## src/hdl/mmrc_pkg.sv

```systemverilog
// Shared types and constants of the missing mass region counter.
`timescale 1ns / 1ps
package mmrc_pkg;

   localparam int TRK_W   = 18;
   localparam int CDA_W   = 14;
   localparam int WIN_W   = 21;
   localparam int MASS_W  = 24;
   localparam int CSR_IDX_W  = 4;
   localparam int CSR_DATA_W = 21;
   localparam int EN_W    = 41;
   localparam int SQ_STEPS = EN_W;
   localparam int SQ_CNT_W = $clog2(SQ_STEPS);

   localparam logic [CSR_IDX_W-1:0] CSR_CDA_MIN   = 4'd0;
   localparam logic [CSR_IDX_W-1:0] CSR_WIN1_LOW  = 4'd1;
   localparam logic [CSR_IDX_W-1:0] CSR_WIN1_HIGH = 4'd2;
   localparam logic [CSR_IDX_W-1:0] CSR_WIN2_LOW  = 4'd3;
   localparam logic [CSR_IDX_W-1:0] CSR_WIN2_HIGH = 4'd4;
   localparam logic [CSR_IDX_W-1:0] CSR_BEAM_PX   = 4'd5;
   localparam logic [CSR_IDX_W-1:0] CSR_BEAM_PY   = 4'd6;
   localparam logic [CSR_IDX_W-1:0] CSR_BEAM_PZ   = 4'd7;

   localparam logic [35:0] P_MIN_SQ = 36'd225000000;
   localparam logic [35:0] P_MAX_SQ = 36'd2025000000;
   localparam logic [35:0] MK2_INT  = 36'd243716;
   localparam logic [35:0] MPI2_INT = 36'd19479;
   localparam logic [63:0] MK2_MICRO  = 64'd980329;
   localparam logic [63:0] MPI2_MICRO = 64'd784900;

   localparam logic [63:0] MK2_FRAC64 =
      (((MK2_MICRO << 24) / 64'd1000000) << 24)
      + ((((MK2_MICRO << 24) % 64'd1000000) << 24) + 64'd500000) / 64'd1000000;
   localparam logic [63:0] MPI2_FRAC64 =
      (((MPI2_MICRO << 24) / 64'd1000000) << 24)
      + ((((MPI2_MICRO << 24) % 64'd1000000) << 24) + 64'd500000) / 64'd1000000;
   localparam logic [47:0] MK2_FRAC  = MK2_FRAC64[47:0];
   localparam logic [47:0] MPI2_FRAC = MPI2_FRAC64[47:0];

   typedef enum logic [3:0] {
      OP_NONE, OP_MUL, OP_ACC, OP_SAVE_TP, OP_SAVE_BP, OP_SAVE_DP,
      OP_SQ_INIT_K, OP_SQ_INIT_P, OP_SQ_STEP, OP_SQ_SAVE_K, OP_SQ_SAVE_P,
      OP_DIFF, OP_ROUND, OP_FINAL
   } dp_op_type;

   typedef enum logic [3:0] {
      SEL_TX, SEL_TY, SEL_TZ, SEL_BX, SEL_BY, SEL_BZ,
      SEL_DX, SEL_DY, SEL_DZ, SEL_HH, SEL_HL, SEL_LL
   } mul_sel_type;

   typedef struct packed {
      dp_op_type   op;
      mul_sel_type sel;
   } dp_cmd_type;

   typedef struct packed {
      logic ok;
   } dp_status_type;

   typedef struct packed {
      logic                     accepted;
      logic signed [MASS_W-1:0] miss_mass_sq;
      logic                     in_win1;
      logic                     in_win2;
      logic [31:0]              count_win1;
      logic [31:0]              count_win2;
   } rsp_word_type;

endpackage

```

## src/hdl/mmrc_if.sv

```systemverilog
// Channel interfaces of the missing mass region counter.
`timescale 1ns / 1ps
interface mmrc_req_if import mmrc_pkg::*; ();
   logic                    valid;
   logic                    ready;
   logic signed [2:0]       charge;
   logic [CDA_W-1:0]        cda;
   logic signed [TRK_W-1:0] trk_px;
   logic signed [TRK_W-1:0] trk_py;
   logic signed [TRK_W-1:0] trk_pz;
   modport source (output valid, charge, cda, trk_px, trk_py, trk_pz, input ready);
   modport sink (input valid, charge, cda, trk_px, trk_py, trk_pz, output ready);
endinterface

interface mmrc_rsp_if import mmrc_pkg::*; ();
   logic                     valid;
   logic                     ready;
   logic                     accepted;
   logic signed [MASS_W-1:0] miss_mass_sq;
   logic                     in_win1;
   logic                     in_win2;
   logic [31:0]              count_win1;
   logic [31:0]              count_win2;
   modport source (output valid, accepted, miss_mass_sq, in_win1, in_win2,
                   count_win1, count_win2, input ready);
   modport sink (input valid, accepted, miss_mass_sq, in_win1, in_win2,
                 count_win1, count_win2, output ready);
endinterface

interface mmrc_csr_if import mmrc_pkg::*; ();
   logic                  valid;
   logic                  ready;
   logic [CSR_IDX_W-1:0]  index;
   logic [CSR_DATA_W-1:0] data;
   modport source (output valid, index, data, input ready);
   modport sink (input valid, index, data, output ready);
endinterface

```

## src/hdl/missing_mass_region_counter.sv

```systemverilog
// Missing mass region counter: vertex selection, squared missing mass and window counts.
//
// req_port takes one track vertex word (charge, cda, momentum); rsp_port returns one
// result word per vertex: pass flag, squared missing mass, window flags and both counts.
// csr_port writes the cut, window and beam registers; it is always ready and must only
// be used while no vertex is in flight.
// A passing vertex's time from acceptance to result is set by the shared square root
// unit, which resolves one bit of each 41-bit energy per cycle (two energies), plus
// three groups of squares and the energy difference square on one shared multiplier;
// a rejected vertex stops after the first group of squares.
// One vertex is in work at a time; the next is taken as soon as the previous result
// sits in the output register, even if that word has not been taken yet.
// A stalled receiver holds the result word; the block finishes its current vertex and
// waits before loading the output register again.
// Reset restores the register defaults, clears both counters and leaves the block
// ready with no result pending.
`timescale 1ns / 1ps
module missing_mass_region_counter import mmrc_pkg::*; #(
   parameter int COUNT_WIDTH = 32
) (
   input logic         clock,
   input logic         reset,
   mmrc_req_if.sink    req_port,
   mmrc_rsp_if.source  rsp_port,
   mmrc_csr_if.sink    csr_port
);

   dp_cmd_type    cmd;
   dp_status_type status;
   rsp_word_type  rsp_word;
   logic          load;

   assign load          = req_port.valid && req_port.ready;
   assign csr_port.ready = 1'b1;

   mmrc_ctrl u_ctrl (
      .clock     (clock),
      .reset     (reset),
      .req_valid (req_port.valid),
      .req_ready (req_port.ready),
      .rsp_valid (rsp_port.valid),
      .rsp_ready (rsp_port.ready),
      .status    (status),
      .cmd       (cmd)
   );

   mmrc_datapath #(.COUNT_WIDTH(COUNT_WIDTH)) u_datapath (
      .clock     (clock),
      .reset     (reset),
      .load      (load),
      .charge    (req_port.charge),
      .cda       (req_port.cda),
      .trk_px    (req_port.trk_px),
      .trk_py    (req_port.trk_py),
      .trk_pz    (req_port.trk_pz),
      .csr_write (csr_port.valid),
      .csr_index (csr_port.index),
      .csr_data  (csr_port.data),
      .cmd       (cmd),
      .status    (status),
      .rsp_word  (rsp_word)
   );

   assign rsp_port.accepted     = rsp_word.accepted;
   assign rsp_port.miss_mass_sq = rsp_word.miss_mass_sq;
   assign rsp_port.in_win1      = rsp_word.in_win1;
   assign rsp_port.in_win2      = rsp_word.in_win2;
   assign rsp_port.count_win1   = rsp_word.count_win1;
   assign rsp_port.count_win2   = rsp_word.count_win2;

`ifndef SYNTHESIS
   a_idle_no_cmd: assert property (@(posedge clock) disable iff (reset)
      req_port.ready |-> cmd.op == OP_NONE)
      else $error("datapath command issued while taking a new word");

   a_no_overwrite: assert property (@(posedge clock) disable iff (reset)
      cmd.op == OP_FINAL |-> (!rsp_port.valid || rsp_port.ready))
      else $error("result register loaded over a pending word");

   a_reject_zero: assert property (@(posedge clock) disable iff (reset)
      (rsp_port.valid && !rsp_port.accepted) |->
      (rsp_port.miss_mass_sq == '0 && !rsp_port.in_win1 && !rsp_port.in_win2))
      else $error("rejected vertex reports a mass or window hit");
`endif

endmodule

```

## src/hdl/mmrc_ctrl.sv

```systemverilog
// Sequencer that steps the datapath through one vertex.
`timescale 1ns / 1ps
module mmrc_ctrl import mmrc_pkg::*; (
   input  logic          clock,
   input  logic          reset,
   input  logic          req_valid,
   output logic          req_ready,
   output logic          rsp_valid,
   input  logic          rsp_ready,
   input  dp_status_type status,
   output dp_cmd_type    cmd
);

   typedef enum logic [3:0] {
      ST_IDLE, ST_MUL, ST_ACC, ST_SAVE, ST_CHECK, ST_SQ_INIT, ST_SQ_STEP,
      ST_SQ_SAVE, ST_DIFF, ST_ROUND, ST_FINAL
   } state_type;

   typedef enum logic [1:0] {GRP_TP, GRP_BP, GRP_DP, GRP_AD} group_type;

   state_type             state_ff;
   group_type             group_ff;
   logic [1:0]            idx_ff;
   logic [SQ_CNT_W-1:0]   step_ff;
   logic                  sq_p_ff;
   logic                  req_ready_ff;
   logic                  rsp_valid_ff;
   logic                  fin_go;
   logic [1:0]            idx_last;

   function automatic mul_sel_type sel_of(group_type g, logic [1:0] i);
      mul_sel_type s;
      s = SEL_TX;
      unique case (g)
         GRP_TP: s = (i == 2'd0) ? SEL_TX : (i == 2'd1) ? SEL_TY : SEL_TZ;
         GRP_BP: s = (i == 2'd0) ? SEL_BX : (i == 2'd1) ? SEL_BY : SEL_BZ;
         GRP_DP: s = (i == 2'd0) ? SEL_DX : (i == 2'd1) ? SEL_DY : SEL_DZ;
         GRP_AD: s = (i == 2'd0) ? SEL_HH : (i == 2'd3) ? SEL_LL : SEL_HL;
      endcase
      return s;
   endfunction

   assign fin_go    = !rsp_valid_ff || rsp_ready;
   assign idx_last  = (group_ff == GRP_AD) ? 2'd3 : 2'd2;
   assign req_ready = req_ready_ff;
   assign rsp_valid = rsp_valid_ff;

   always_comb begin
      cmd.op  = OP_NONE;
      cmd.sel = sel_of(group_ff, idx_ff);
      unique case (state_ff)
         ST_IDLE:    cmd.op = OP_NONE;
         ST_MUL:     cmd.op = OP_MUL;
         ST_ACC:     cmd.op = OP_ACC;
         ST_SAVE: begin
            unique case (group_ff)
               GRP_TP: cmd.op = OP_SAVE_TP;
               GRP_BP: cmd.op = OP_SAVE_BP;
               GRP_DP: cmd.op = OP_SAVE_DP;
               GRP_AD: cmd.op = OP_NONE;
            endcase
         end
         ST_CHECK:   cmd.op = OP_NONE;
         ST_SQ_INIT: cmd.op = sq_p_ff ? OP_SQ_INIT_P : OP_SQ_INIT_K;
         ST_SQ_STEP: cmd.op = OP_SQ_STEP;
         ST_SQ_SAVE: cmd.op = sq_p_ff ? OP_SQ_SAVE_P : OP_SQ_SAVE_K;
         ST_DIFF:    cmd.op = OP_DIFF;
         ST_ROUND:   cmd.op = OP_ROUND;
         ST_FINAL:   cmd.op = fin_go ? OP_FINAL : OP_NONE;
         default:    cmd.op = OP_NONE;
      endcase
   end

   always_ff @(posedge clock) begin
      if (reset) begin
         state_ff     <= ST_IDLE;
         group_ff     <= GRP_TP;
         idx_ff       <= 2'd0;
         step_ff      <= '0;
         sq_p_ff      <= 1'b0;
         req_ready_ff <= 1'b1;
         rsp_valid_ff <= 1'b0;
      end else begin
         if (rsp_valid_ff && rsp_ready && !(state_ff == ST_FINAL && fin_go)) begin
            rsp_valid_ff <= 1'b0;
         end
         unique case (state_ff)
            ST_IDLE: begin
               if (req_valid && req_ready_ff) begin
                  req_ready_ff <= 1'b0;
                  group_ff     <= GRP_TP;
                  idx_ff       <= 2'd0;
                  state_ff     <= ST_MUL;
               end
            end
            ST_MUL: state_ff <= ST_ACC;
            ST_ACC: begin
               if (idx_ff == idx_last) begin
                  idx_ff   <= 2'd0;
                  state_ff <= (group_ff == GRP_AD) ? ST_ROUND : ST_SAVE;
               end else begin
                  idx_ff   <= idx_ff + 2'd1;
                  state_ff <= ST_MUL;
               end
            end
            ST_SAVE: begin
               unique case (group_ff)
                  GRP_TP: state_ff <= ST_CHECK;
                  GRP_BP: begin
                     group_ff <= GRP_DP;
                     state_ff <= ST_MUL;
                  end
                  GRP_DP: begin
                     sq_p_ff  <= 1'b0;
                     state_ff <= ST_SQ_INIT;
                  end
                  GRP_AD: state_ff <= ST_ROUND;
               endcase
            end
            ST_CHECK: begin
               if (status.ok) begin
                  group_ff <= GRP_BP;
                  state_ff <= ST_MUL;
               end else begin
                  state_ff <= ST_FINAL;
               end
            end
            ST_SQ_INIT: begin
               step_ff  <= '0;
               state_ff <= ST_SQ_STEP;
            end
            ST_SQ_STEP: begin
               if (step_ff == SQ_CNT_W'(SQ_STEPS - 1)) begin
                  state_ff <= ST_SQ_SAVE;
               end else begin
                  step_ff <= step_ff + 1'b1;
               end
            end
            ST_SQ_SAVE: begin
               if (!sq_p_ff) begin
                  sq_p_ff  <= 1'b1;
                  state_ff <= ST_SQ_INIT;
               end else begin
                  state_ff <= ST_DIFF;
               end
            end
            ST_DIFF: begin
               group_ff <= GRP_AD;
               idx_ff   <= 2'd0;
               state_ff <= ST_MUL;
            end
            ST_ROUND: state_ff <= ST_FINAL;
            ST_FINAL: begin
               if (fin_go) begin
                  rsp_valid_ff <= 1'b1;
                  req_ready_ff <= 1'b1;
                  state_ff     <= ST_IDLE;
               end
            end
            default: state_ff <= ST_IDLE;
         endcase
      end
   end

endmodule

```

## src/hdl/mmrc_datapath.sv

```systemverilog
// Registers, shared multiplier, square root unit and counters.
`timescale 1ns / 1ps
module mmrc_datapath import mmrc_pkg::*; #(
   parameter int COUNT_WIDTH = 32
) (
   input  logic                    clock,
   input  logic                    reset,
   input  logic                    load,
   input  logic signed [2:0]       charge,
   input  logic [CDA_W-1:0]        cda,
   input  logic signed [TRK_W-1:0] trk_px,
   input  logic signed [TRK_W-1:0] trk_py,
   input  logic signed [TRK_W-1:0] trk_pz,
   input  logic                    csr_write,
   input  logic [CSR_IDX_W-1:0]    csr_index,
   input  logic [CSR_DATA_W-1:0]   csr_data,
   input  dp_cmd_type              cmd,
   output dp_status_type           status,
   output rsp_word_type            rsp_word
);

   logic [CDA_W-1:0]         cda_min_ff;
   logic signed [WIN_W-1:0]  w1l_ff, w1h_ff, w2l_ff, w2h_ff;
   logic signed [TRK_W-1:0]  bx_ff, by_ff, bz_ff;

   logic signed [2:0]        charge_ff;
   logic [CDA_W-1:0]         cda_ff;
   logic signed [TRK_W-1:0]  tx_ff, ty_ff, tz_ff;

   mul_sel_type              sel_ff;
   logic signed [21:0]       opa, opb;
   logic signed [43:0]       prod_ff;
   logic [83:0]              acc_ff, acc_in, addend;
   logic signed [18:0]       dx, dy, dz;

   logic [35:0]              tp2_ff, bp2_ff;
   logic [37:0]              dp2_ff;
   logic                     ok_ff;

   logic [35:0]              sq_s;
   logic [81:0]              rad_ff;
   logic [42:0]              rem_ff;
   logic [EN_W-1:0]          root_ff;
   logic                     sat_ff;
   logic [44:0]              rem_t, trial;
   logic [EN_W-1:0]          ek_ff, ep_ff, ad_ff, en_sat;

   logic [83:0]              rnd;
   logic [35:0]              q_ff;
   logic signed [41:0]       mm;
   logic signed [MASS_W-1:0] mm_sat;
   logic                     h1, h2;

   logic [COUNT_WIDTH-1:0]   c1_ff, c2_ff, c1_in, c2_in;
   rsp_word_type             rsp_ff;

   assign dx = 19'(bx_ff) - 19'(tx_ff);
   assign dy = 19'(by_ff) - 19'(ty_ff);
   assign dz = 19'(bz_ff) - 19'(tz_ff);

   always_comb begin
      opa = '0;
      opb = '0;
      unique case (cmd.sel)
         SEL_TX: begin opa = 22'(tx_ff); opb = 22'(tx_ff); end
         SEL_TY: begin opa = 22'(ty_ff); opb = 22'(ty_ff); end
         SEL_TZ: begin opa = 22'(tz_ff); opb = 22'(tz_ff); end
         SEL_BX: begin opa = 22'(bx_ff); opb = 22'(bx_ff); end
         SEL_BY: begin opa = 22'(by_ff); opb = 22'(by_ff); end
         SEL_BZ: begin opa = 22'(bz_ff); opb = 22'(bz_ff); end
         SEL_DX: begin opa = 22'(dx); opb = 22'(dx); end
         SEL_DY: begin opa = 22'(dy); opb = 22'(dy); end
         SEL_DZ: begin opa = 22'(dz); opb = 22'(dz); end
         SEL_HH: begin
            opa = $signed({2'b00, ad_ff[40:21]});
            opb = $signed({2'b00, ad_ff[40:21]});
         end
         SEL_HL: begin
            opa = $signed({2'b00, ad_ff[40:21]});
            opb = $signed({1'b0, ad_ff[20:0]});
         end
         SEL_LL: begin
            opa = $signed({1'b0, ad_ff[20:0]});
            opb = $signed({1'b0, ad_ff[20:0]});
         end
         default: begin opa = '0; opb = '0; end
      endcase
   end

   always_comb begin
      addend = {40'd0, prod_ff};
      unique case (sel_ff)
         SEL_HH:  addend = {40'd0, prod_ff} << 42;
         SEL_HL:  addend = {40'd0, prod_ff} << 21;
         default: addend = {40'd0, prod_ff};
      endcase
      if (sel_ff == SEL_TX || sel_ff == SEL_BX || sel_ff == SEL_DX || sel_ff == SEL_HH) begin
         acc_in = addend;
      end else begin
         acc_in = acc_ff + addend;
      end
   end

   assign sq_s   = (cmd.op == OP_SQ_INIT_P) ? tp2_ff + MPI2_INT : bp2_ff + MK2_INT;
   assign rem_t  = {rem_ff[42:0], rad_ff[81:80]};
   assign trial  = {2'b00, root_ff, 2'b01};
   assign en_sat = sat_ff ? '1 : root_ff;

   assign rnd = acc_ff + (84'd1 << 47);
   assign mm  = $signed({6'd0, q_ff}) - $signed({4'd0, dp2_ff});

   always_comb begin
      if (mm > 42'sd8388607) begin
         mm_sat = 24'sd8388607;
      end else if (mm < -42'sd8388608) begin
         mm_sat = -24'sd8388608;
      end else begin
         mm_sat = mm[MASS_W-1:0];
      end
      h1 = ok_ff && (mm_sat > w1l_ff) && (mm_sat < w1h_ff);
      h2 = ok_ff && (mm_sat > w2l_ff) && (mm_sat < w2h_ff);
      c1_in = h1 ? c1_ff + 1'b1 : c1_ff;
      c2_in = h2 ? c2_ff + 1'b1 : c2_ff;
   end

   always_ff @(posedge clock) begin
      if (reset) begin
         cda_min_ff <= 14'd256;
         w1l_ff     <= 21'sd0;
         w1h_ff     <= 21'sd10000;
         w2l_ff     <= 21'sd26000;
         w2h_ff     <= 21'sd68000;
         bx_ff      <= 18'sd0;
         by_ff      <= 18'sd0;
         bz_ff      <= 18'sd75000;
      end else if (csr_write) begin
         case (csr_index)
            CSR_CDA_MIN:   cda_min_ff <= csr_data[CDA_W-1:0];
            CSR_WIN1_LOW:  w1l_ff     <= $signed(csr_data);
            CSR_WIN1_HIGH: w1h_ff     <= $signed(csr_data);
            CSR_WIN2_LOW:  w2l_ff     <= $signed(csr_data);
            CSR_WIN2_HIGH: w2h_ff     <= $signed(csr_data);
            CSR_BEAM_PX:   bx_ff      <= $signed(csr_data[TRK_W-1:0]);
            CSR_BEAM_PY:   by_ff      <= $signed(csr_data[TRK_W-1:0]);
            CSR_BEAM_PZ:   bz_ff      <= $signed(csr_data[TRK_W-1:0]);
            default:       ;
         endcase
      end
   end

   always_ff @(posedge clock) begin
      if (reset) begin
         c1_ff <= '0;
         c2_ff <= '0;
         ok_ff <= 1'b0;
      end else begin
         if (cmd.op == OP_SAVE_TP) begin
            ok_ff <= (charge_ff == 3'sd1) && (cda_ff >= cda_min_ff)
                     && (acc_ff[35:0] >= P_MIN_SQ) && (acc_ff[35:0] <= P_MAX_SQ);
         end
         if (cmd.op == OP_FINAL) begin
            c1_ff <= c1_in;
            c2_ff <= c2_in;
         end
      end
   end

   always_ff @(posedge clock) begin
      if (load) begin
         charge_ff <= charge;
         cda_ff    <= cda;
         tx_ff     <= trk_px;
         ty_ff     <= trk_py;
         tz_ff     <= trk_pz;
      end
      unique case (cmd.op)
         OP_MUL: begin
            prod_ff <= opa * opb;
            sel_ff  <= cmd.sel;
         end
         OP_ACC:     acc_ff <= acc_in;
         OP_SAVE_TP: tp2_ff <= acc_ff[35:0];
         OP_SAVE_BP: bp2_ff <= acc_ff[35:0];
         OP_SAVE_DP: dp2_ff <= acc_ff[37:0];
         OP_SQ_INIT_K, OP_SQ_INIT_P: begin
            sat_ff  <= |sq_s[35:34];
            rad_ff  <= {sq_s[33:0], (cmd.op == OP_SQ_INIT_P) ? MPI2_FRAC : MK2_FRAC};
            rem_ff  <= '0;
            root_ff <= '0;
         end
         OP_SQ_STEP: begin
            rad_ff <= rad_ff << 2;
            if (rem_t >= trial) begin
               rem_ff  <= 43'(rem_t - trial);
               root_ff <= {root_ff[EN_W-2:0], 1'b1};
            end else begin
               rem_ff  <= rem_t[42:0];
               root_ff <= {root_ff[EN_W-2:0], 1'b0};
            end
         end
         OP_SQ_SAVE_K: ek_ff <= en_sat;
         OP_SQ_SAVE_P: ep_ff <= en_sat;
         OP_DIFF:      ad_ff <= (ek_ff >= ep_ff) ? ek_ff - ep_ff : ep_ff - ek_ff;
         OP_ROUND:     q_ff  <= rnd[83:48];
         OP_FINAL: begin
            rsp_ff.accepted     <= ok_ff;
            rsp_ff.miss_mass_sq <= ok_ff ? mm_sat : '0;
            rsp_ff.in_win1      <= h1;
            rsp_ff.in_win2      <= h2;
            rsp_ff.count_win1   <= 32'(c1_in);
            rsp_ff.count_win2   <= 32'(c2_in);
         end
         default: ;
      endcase
   end

   assign status.ok = ok_ff;
   assign rsp_word  = rsp_ff;

endmodule

```

## src/flat_wrapper.sv

```systemverilog
// flat-port wrapper written by rule: the top's interface ports become plain ports
module missing_mass_region_counter_flat import mmrc_pkg::*;
#(
   parameter int COUNT_WIDTH = 32
)
  (clock, reset, req_port_valid, req_port_charge, req_port_cda, req_port_trk_px, req_port_trk_py, req_port_trk_pz, req_port_ready, rsp_port_valid, rsp_port_accepted, rsp_port_miss_mass_sq, rsp_port_in_win1, rsp_port_in_win2, rsp_port_count_win1, rsp_port_count_win2, rsp_port_ready, csr_port_valid, csr_port_index, csr_port_data, csr_port_ready);
  mmrc_req_if req_port_i ();
  mmrc_rsp_if rsp_port_i ();
  mmrc_csr_if csr_port_i ();
  input logic clock;
  input logic reset;
  input wire logic [$bits(req_port_i.valid)-1:0] req_port_valid;
  input wire logic [$bits(req_port_i.charge)-1:0] req_port_charge;
  input wire logic [$bits(req_port_i.cda)-1:0] req_port_cda;
  input wire logic [$bits(req_port_i.trk_px)-1:0] req_port_trk_px;
  input wire logic [$bits(req_port_i.trk_py)-1:0] req_port_trk_py;
  input wire logic [$bits(req_port_i.trk_pz)-1:0] req_port_trk_pz;
  output wire logic [$bits(req_port_i.ready)-1:0] req_port_ready;
  output wire logic [$bits(rsp_port_i.valid)-1:0] rsp_port_valid;
  output wire logic [$bits(rsp_port_i.accepted)-1:0] rsp_port_accepted;
  output wire logic [$bits(rsp_port_i.miss_mass_sq)-1:0] rsp_port_miss_mass_sq;
  output wire logic [$bits(rsp_port_i.in_win1)-1:0] rsp_port_in_win1;
  output wire logic [$bits(rsp_port_i.in_win2)-1:0] rsp_port_in_win2;
  output wire logic [$bits(rsp_port_i.count_win1)-1:0] rsp_port_count_win1;
  output wire logic [$bits(rsp_port_i.count_win2)-1:0] rsp_port_count_win2;
  input wire logic [$bits(rsp_port_i.ready)-1:0] rsp_port_ready;
  input wire logic [$bits(csr_port_i.valid)-1:0] csr_port_valid;
  input wire logic [$bits(csr_port_i.index)-1:0] csr_port_index;
  input wire logic [$bits(csr_port_i.data)-1:0] csr_port_data;
  output wire logic [$bits(csr_port_i.ready)-1:0] csr_port_ready;
  assign req_port_i.valid = req_port_valid;
  assign req_port_i.charge = req_port_charge;
  assign req_port_i.cda = req_port_cda;
  assign req_port_i.trk_px = req_port_trk_px;
  assign req_port_i.trk_py = req_port_trk_py;
  assign req_port_i.trk_pz = req_port_trk_pz;
  assign req_port_ready = req_port_i.ready;
  assign rsp_port_valid = rsp_port_i.valid;
  assign rsp_port_accepted = rsp_port_i.accepted;
  assign rsp_port_miss_mass_sq = rsp_port_i.miss_mass_sq;
  assign rsp_port_in_win1 = rsp_port_i.in_win1;
  assign rsp_port_in_win2 = rsp_port_i.in_win2;
  assign rsp_port_count_win1 = rsp_port_i.count_win1;
  assign rsp_port_count_win2 = rsp_port_i.count_win2;
  assign rsp_port_i.ready = rsp_port_ready;
  assign csr_port_i.valid = csr_port_valid;
  assign csr_port_i.index = csr_port_index;
  assign csr_port_i.data = csr_port_data;
  assign csr_port_ready = csr_port_i.ready;
  missing_mass_region_counter #(.COUNT_WIDTH(COUNT_WIDTH)) u_core (.clock(clock), .reset(reset), .req_port(req_port_i), .rsp_port(rsp_port_i), .csr_port(csr_port_i));
endmodule
```

## config.mk

```make
export PLATFORM = sky130hd
export DESIGN_NAME = missing_mass_region_counter_flat
export DESIGN_NICKNAME = d
export VERILOG_FILES = /design/src/hdl/mmrc_pkg.sv /design/src/hdl/mmrc_if.sv /design/src/hdl/missing_mass_region_counter.sv /design/src/hdl/mmrc_ctrl.sv /design/src/hdl/mmrc_datapath.sv /design/src/flat_wrapper.sv
export SDC_FILE = /design/constraint.sdc
export NUM_CORES = 2
export LEC_CHECK = 0
export BUFFER_PORTS_ARGS = -buffer_cell sky130_fd_sc_hd__buf_2
export CORE_MARGIN = 8
export CORE_UTILIZATION = 42
export CTS_CLUSTER_SIZE = 40
export DETAILED_ROUTE_END_ITERATION = 6
export SYNTH_ARGS = -nofsm -noshare
export SYNTH_HDL_FRONTEND = slang
export SYNTH_SLANG_ARGS = --single-unit
```

## constraint.sdc

```tcl
create_clock -name clock -period 10.7 [get_ports clock]
set_input_delay 0.535 -clock clock [delete_from_list [all_inputs] [get_ports clock]]
set_output_delay 0.535 -clock clock [all_outputs]
set_load 0.1 [all_outputs]
```

==> out/qor.txt <==
unrepaired setup endpoints after global routing: yes
Synth Cell Area: 77000 um2
slowest stage cell, crit path: fa_2
drt pass-1 iters: 6
Final Max Tran Viols: 0
critical path startpoint: u_core.u_datapath.bx_ff[0]
Rows: 157
Crit path buffers/inverters: 11
Syn Area/Cell: 9.352 um2
ys flop type: edfxtp_1
routed length per instance: 21.00 um
worst hold start: csr_port_data[20]
DR vias/cell: 5.600
post-synth top area share: 0.2847
Worst R2R End: u_core.u_datapath.prod_ff[41]
area grow syn2layout: 12.01%
Post-DRT Antenna Nets: 0
Min-Delay Path Class: input port to flop
Synth cell types: 93
status: finished, final reports clean
fin nets: 9620
Yosys reg bits: 964
DR iter-0 viols: 4847
Die W: 444.2 um
Reg2Reg Depth: 42
I/O Buffers: 193
Synth area leaders: edfxtp_1 (28%), fa_1 (13%), ha_1 (9.0%), dfxtp_1 (6.1%), nand2_1 (5.0%)
CTS Buf Count: 109
r2r startpoint: u_core.u_datapath.bx_ff[0]
final setup skew: 0.03078 ns
CP Launch Type: flop
clock-pin slew on the worst setup and hold paths: 0.06 ns
GPL Wtd Cong: 0.9548
area leader, netlist: edfxtp_1
most frequent cells in the layout: nand2_1 (1031), inv_1 (921), edfxtp_1 (730), a21oi_1 (584), ha_1 (554)
CP Class: flop to flop
layout cells sized above 1: 0.09216
min Tclk post-route: 10.34 ns
CP max stage delay: 0.66 ns
Crit. End Element: flop
sequential-to-total area share from yosys stat: 0.3455
Die Y-Extent: 444.2 um
CORE AREA: 182700 um2
period utilization: 0.9665
most common cell after layout, fill and taps aside: nand2_1
clock sink total: 964
final hold vios: 0
Worst EP arrival: 10.82 ns
Clock Latency Late Sink: 0.75 ns
CTS tree: done
Fillers: 17170
vias in the first global route: 60040
CTS max path bufs: 3
Root Driver: clkbuf_16
Max Clk Rate: 96.70 MHz
MaxCap Viol Count: 0
GRT Residual Overflow: 0
Worst Hold End: u_core.u_datapath.w2l_ff[20]
die area: 197300 um2
DP HPWL: 176.1 mm
WL final: 229.9 mm
Crit path max-delay family: adder cells
initial antenna violation count: 11
Worst-Margin Slew: 1.316 ns
hold depth: 3
Max FO, Critical Path: 8
worst path required time: 11.17 ns
H-tree depth: 3
final setup fails: 0
first-pass GRT wire length: 350.5 mm
drt drc: 0
Vias: 61290
largest net degree at the start of global routing: 95
# IOs: 195
Post-Synthesis Cells: 8234
Reg2Reg Setup Slack: 0.36 ns
fin util: 0.4721
YS warnings: 0
worst rel slew slack: 0.1133
number of synthesized flops with an enable pin: 730
Async SR Flop Fraction: 0
Tot GR Track Use: 0.2235
Initial Utilization: 0.4215
[kinds of logic after synthesis]
family                   after synthesis  synth area share
AND/OR/NAND/NOR                     2580            0.1580
AO/OA/AOI/OAI                       1846            0.1532
buffers and inverters               1301           0.06530
adder cells (fa/ha/maj)             1062            0.2221
flip-flops                           964            0.3455
XOR/XNOR                             416           0.04732
multiplexers                          64          0.008466
other                                  1        0.00004870
[cell usage after synthesis, types with 107 or more instances]
| cell type | count |
|---|---|
| o21ai_0 | 354 |
| nand2_1 | 1033 |
| nor2b_1 | 107 |
| ha_1 | 554 |
| edfxtp_1 | 730 |
| a21o_1 | 266 |
| xnor2_1 | 228 |
| a21oi_1 | 594 |
| xor2_1 | 188 |
| dfxtp_1 | 234 |
| nor3_1 | 109 |
| clkbuf_1 | 322 |
| nor2_1 | 497 |
| inv_1 | 924 |
| fa_1 | 508 |
| and2_1 | 140 |
| nand3_1 | 168 |
[how the worst max path moves through the flow]
| stage | to | slack, ns | cells after the start |
|---|---|---|---|
| floorplan | u_core.u_datapath.prod_ff[41] | 0.23 | 41 |
| global placement | u_core.u_datapath.prod_ff[35] | 0.12 | 38 |
| detailed placement | u_core.u_datapath.prod_ff[37] | 0.04 | 38 |
| CTS | u_core.u_datapath.prod_ff[42] | 0.05 | 40 |
| global route | u_core.u_datapath.prod_ff[42] | -0.09 | 44 |
| finish | u_core.u_datapath.prod_ff[41] | 0.36 | 42 |
[metal layers]
| layer | GRT usage | part of all wire | up-vias |
|---|---|---|---|
| met5 | 0 | 0.00023 | - |
| met4 | 0.08393 | 0.041 | 8 |
| met3 | 0.03193 | 0.067 | 429 |
| met2 | 0.3700 | 0.47 | 2050 |
| met1 | 0.2979 | 0.42 | 29980 |
| li1 | - | - | 28820 |
[state kept, by name, indices dropped and copies added (netlist names), 38 cells and up]
signal	count
u_core.u_datapath.acc_ff	84
u_core.u_datapath.ad_ff	41
u_core.u_datapath.dp2_ff	38
u_core.u_datapath.ek_ff	41
u_core.u_datapath.ep_ff	41
u_core.u_datapath.prod_ff	44
u_core.u_datapath.rad_ff	82
u_core.u_datapath.rem_ff	43
u_core.u_datapath.root_ff	41
u_core.u_datapath.rsp_word	91
[tightest hold or removal path, stage by stage]
cell and delay, ns:
buf_2 0.14, nand2_1 0.06, a21oi_1 0.05
[cell type report]
type	count	area [um2]	share of cell area
antenna	10	25.02	0.0002901
clock buffer	132	2928	0.03395
clock inverter	72	910.9	0.01056
inverter	924	3475	0.04028
multi-input combinational	5972	45810	0.5312
sequential	964	26610	0.3085
tap	2385	2984	0.03460
timing repair buffer	486	3510	0.04069
[metrics by stage]
step	instance area [um2]	hold slack, ns	instances	setup TNS, ns	worst slack (ns)
global placement	81330	0.4388	10650	0	0.1203
global route	86250	0.06844	10940	-0.2047	-0.09490
CTS	85890	0.007122	10920	0	0.04818
detailed placement	81330	0.4467	10650	0	0.03688
finish	86250	0.08686	10950	0	0.3586
floorplan	77020	0.4317	8237	0	0.2345
[repair_timing]
action | CTS | global route
cloned | 0 | 1
gates resized for setup | 1 | 68
pin swaps | 0 | 14
endpoints found under the hold margin | 71 | 0
hold buffers | 71 | 0
buffers inserted | 0 | 12
setup endpoints to repair | 2 | 17
Power is left out: the tool's default activity adds up to more than one toggle a clock period on the data nets, which glitch-free logic cannot reach.
